<file path="src/rtl/spf_ram.sv">
`default_nettype none

module spf_ram #(
   parameter int WIDTH = 8,
   parameter int DEPTH = 16,
   localparam int ADDR_W = (DEPTH > 1) ? $clog2(DEPTH) : 1
) (
   input  wire logic              clock,
   input  wire logic              wr_en,
   input  wire logic [ADDR_W-1:0] wr_addr,
   input  wire logic [WIDTH-1:0]  wr_data,
   input  wire logic              rd_en,
   input  wire logic [ADDR_W-1:0] rd_addr,
   output logic      [WIDTH-1:0]  rd_data
);

   logic [WIDTH-1:0] mem [DEPTH];

   // One write port and one registered read port.
   always_ff @(posedge clock) begin
      if (wr_en) begin
         mem[wr_addr] <= wr_data;
      end
      if (rd_en) begin
         rd_data <= mem[rd_addr];
      end
   end

endmodule

`default_nettype wire

</file>
<file path="config.mk">
export PLATFORM = sky130hd
export DESIGN_NAME = spf_ram
export DESIGN_NICKNAME = d
export VERILOG_FILES = /design/src/rtl/spf_ram.sv
export SDC_FILE = /design/constraint.sdc
export NUM_CORES = 1
export LEC_CHECK = 0
export BUFFER_PORTS_ARGS = -buffer_cell sky130_fd_sc_hd__buf_4
export CAP_MARGIN = 20
export CORE_ASPECT_RATIO = 1.75
export CORE_UTILIZATION = 52
export DETAILED_ROUTE_END_ITERATION = 8
export PLACE_DENSITY = 0.73
export RECOVER_POWER = 100
export SYNTH_ARGS = -nofsm -noshare
export SYNTH_HDL_FRONTEND = slang
export SYNTH_SLANG_ARGS = --single-unit
export TNS_END_PERCENT = 10
</file>
<file path="constraint.sdc">
create_clock -name clock -period 2.1 [get_ports clock]
set_input_delay 0.105 -clock clock [delete_from_list [all_inputs] [get_ports clock]]
set_output_delay 0.105 -clock clock [all_outputs]
set_load 0.02 [all_outputs]
</file>
==> metrics.log <==
[metrics] amount of wire on met2 after detailed routing: 5360 microns
[metrics] fraction of layout cells with a size suffix above 1: 17.9%
[metrics] post-cts sizing count: 0
[metrics] drt via density: 5.68
[metrics] final hold violations: 0
[metrics] Cell Pwr Density: 997 mW/mm^2
[metrics] total met3 wirelength after detailed routing: 412 microns
[metrics] detailed-route wire length per cell: 22.3 microns
[metrics] max-slew violation count: 0
[metrics] final estimated routing congestion in global placement: 0.815
[metrics] Switching Power: 1.23 mW
[metrics] P_leak: 1.99 nW
[metrics] count of final setup violators: 0
[metrics] Startpoint Class: register
[metrics] All-Layer GR Usage: 20.6%
[metrics] final worst path period share: 70.9%
[metrics] startpoint of the lowest-slack register-to-register path: mem[1][1]
[metrics] power share of the combinational group: 4.7%
[metrics] detailed placer's ending HPWL: 6330 microns
[metrics] # Max-Cap Violations: 0
[metrics] hold path cells: 3
[metrics] Total Power: 6.14 mW
[metrics] sequential-to-total area share from yosys stat: 78.1%
[metrics] drt pass-1 iters: 5
[metrics] horizontal die dimension: 77.8 microns
[metrics] number of cells produced by synthesis: 229
[metrics] buffers added on ports: 26
[metrics] area of combinational cells with multiple inputs: 0.00106 sq mm
[metrics] uppermost metal layer occupied by signal nets: met4
[metrics] Crit Path Category: reg -> reg
[metrics] Achievable Freq: 671 MHz
[metrics] via count of the first global-routing pass: 2,635
[metrics] FF-to-FF End: rd_data[1]
[metrics] Worst Max-Slew Pin Slew: 0.678 ns
[metrics] Overflow after GRT: 0
[metrics] required time at the worst-slack endpoint: 2.26 ns
[metrics] Avg Synthesized Cell Area: 22.8 sq um
[metrics] Post-Route Skew: 0.00615 ns
[metrics] number of antenna violations at the first check in global routing: 0
[metrics] largest fanout on the critical path: 1
[metrics] Final nets: 314
[metrics] total placed cells including tap cells: 395
[metrics] starting utilization of the core area: 53.4%
[metrics] category of the worst setup path capture point: register
[metrics] Fin Setup TNS: 0 ns
[metrics] register bit count reported by yosys: 136
[metrics] pin count of the biggest net entering global routing: 33
[metrics] WHS Endpoint: mem[4][5]
[metrics] total internal power: 4.90 mW
[metrics] number of H-tree levels: 4
[metrics] Filler Cell Count: 691
[metrics] setup repair after global routing missed its margin: false
[metrics] post-route DRC violation count: 0
[metrics] post-CTS clock slew at the launch and capture registers of the worst setup and hold paths: 0.06 ns
[metrics] synthesis warning total: 0
[metrics] VDD IR max: 0.000719 V
[metrics] CTS tree: done
[metrics] proportion of power drawn by flip-flops and latches: 50.1%
[metrics] synthesis-to-layout area growth: 17.7%
[metrics] switching share of power: 20.1%
[metrics] post-route minimum period: 1.49 ns
[metrics] depth of the most critical reg-to-reg path: 3
[metrics] net count of the mapped netlist: 248
[metrics] min-delay worst type: in -> reg
[metrics] post-layout util: 62.8%
[metrics] relative contribution of the clock network to total power: 45.2%
[metrics] clock sinks: 136
[metrics] die area: 0.0105 sq mm
[metrics] maximum root-to-sink buffer count: 2
[metrics] Slew Limit Headroom: 54.8%
[metrics] io pins: 27
[metrics] routed metal-1 wirelength: 3750 microns
[metrics] cell area after technology mapping: 0.00523 sq mm
[metrics] number of buffers added by the clock tree synthesis step: 17
[metrics] master cell of the clock root buffer: clkbuf_16
[metrics] die height: 135 microns
[metrics] row cnt: 48
[metrics] detailed-route via count: 2,461
[metrics] Sequential Area: 0.00408 sq mm
[metrics] final antenna diode count: 0
[metrics] beginning of the worst hold path: wr_addr[0]
[metrics] first-pass GRT wire length: 14,900 microns
[metrics] arrival time at the worst endpoint: 1.65 ns
[metrics] count of nets left with antenna violations after detail routing: 0
[metrics] flop-to-flop setup slack: 0.61 ns
[metrics] 1st-iter DRT viols: 274
[metrics] count of unique library cells instantiated by Yosys: 18
[metrics] DRT Wirelength: 9650 microns
[metrics] clock latency at the later pin of the worst-skew pair: 0.41 ns
[metrics] core region area: 0.00979 sq mm
[metrics] run status: complete, no violations
[metrics] Post-Layout Cell Count: 433
-- power by group through the flow --
stage | Combinational, mW | Clock, mW | Sequential [mW]
5_1_grt | 0.310 | 2.93 | 3.08
2_1_floorplan | 0.154 | 0 | 3.14
3_5_place_dp | 0.308 | 0 | 3.13
6_report | 0.286 | 2.77 | 3.08
3_3_place_gp | 0.300 | 0 | 3.13
4_1_cts | 0.319 | 2.81 | 3.08
-- worst max path at each step --
stage	start	to	slack (ns)	cells past startpoint
2_1_floorplan	wr_addr[2]	mem[0][0]	0.50	2
3_3_place_gp	rd_addr[0]	rd_data[3]	0.39	5
3_5_place_dp	rd_addr[0]	rd_data[3]	0.38	5
4_1_cts	mem[5][2]	rd_data[2]	0.63	3
5_1_grt	mem[1][1]	rd_data[1]	0.56	3
6_report	mem[1][1]	rd_data[1]	0.61	3
-- cell families (layout without fill, tap and decap cells) --
| family | count (synthesis) | in the layout | share of synthesized area (%) |
|---|---|---|---|
| DFF | 136 | 136 | 78.1 |
| and+or+nand+nor | 35 | 35 | 3.14 |
| muxes | 32 | 32 | 14.8 |
| AOI/OAI and AO/OA | 16 | 16 | 2.30 |
| buffers and inverters | 10 | 89 | 1.65 |
-- cells in the mapped netlist (all sizes together) --
library cell	count	area [sq um]
clkdlybuf4s25	3	30.0
nor2b	1	6.26
buf	7	56.3
nand3b	2	15.0
nand3	1	5.00
or3b	1	8.76
a22oi	16	120
and2b	1	7.51
nor3	4	20.0
nand2b	2	12.5
nand2	9	33.8
nor2	13	48.8
and2	1	6.26
edfxtp	136	4080
mux4	32	773
-- placed cells by master, fill, tap and decap left out, types with 3 or more instances in the layout --
master | Yosys | final
clkbuf_16 | 0 | 17
mux4_1 | 14 | 14
dlygate4sd3_1 | 0 | 6
buf_4 | 1 | 7
mux4_2 | 18 | 18
clkbuf_1 | 0 | 44
clkinvlp_4 | 0 | 3
nand2_1 | 9 | 9
nor2_1 | 13 | 13
nor3_1 | 4 | 4
edfxtp_1 | 136 | 136
a22oi_1 | 16 | 16
clkinv_2 | 0 | 4
clkinv_1 | 0 | 3
-- layout make-up --
type / count / area share [%]
Sequential cell: 136 / 66.4
Clock buffer: 18 / 6.98
Multi-Input combinational cell: 83 / 17.2
Timing Repair Buffer: 57 / 4.78
Tap cell: 125 / 2.54
Clock inverter: 14 / 2.14
-- what timing repair did --
item / 4_1_cts / 5_1_grt
hold buffers: 6 / 0
setup endpoints to repair: 0 / 0
setup buffers: 0 / 0
hold endpoints to repair: 87 / 0
-- registers in the layout (all words and copies together) (netlist names) --
register,count
mem,128
rd_data,8
-- per-layer routing --
| metal | up-vias | track usage (%) |
|---|---|---|
| met5 | - | 0 |
| met4 | 0 | 10.3 |
| met3 | 8 | 4.93 |
| met2 | 89 | 34.5 |
| met1 | 1249 | 25.0 |
| li1 | 1115 | - |
-- critical path, cell delays in order, from the launching register on --
cell and delay [ns]:
edfxtp_1 0.36, mux4_1 0.53, a22oi_1 0.27, nand2_1 0.08
-- per-stage QoR --
step / instance area, sq um / hold WS [ns] / worst slack (ns)
after floorplan: 5230 / 0.204 / 0.502
after global placement: 5690 / 0.399 / 0.392
after detailed placement: 5690 / 0.404 / 0.385
after CTS: 6310 / 0.000547 / 0.626
after global routing: 6150 / 0.249 / 0.561
final: 6150 / 0.238 / 0.611
(Power assumes the default switching activity.)
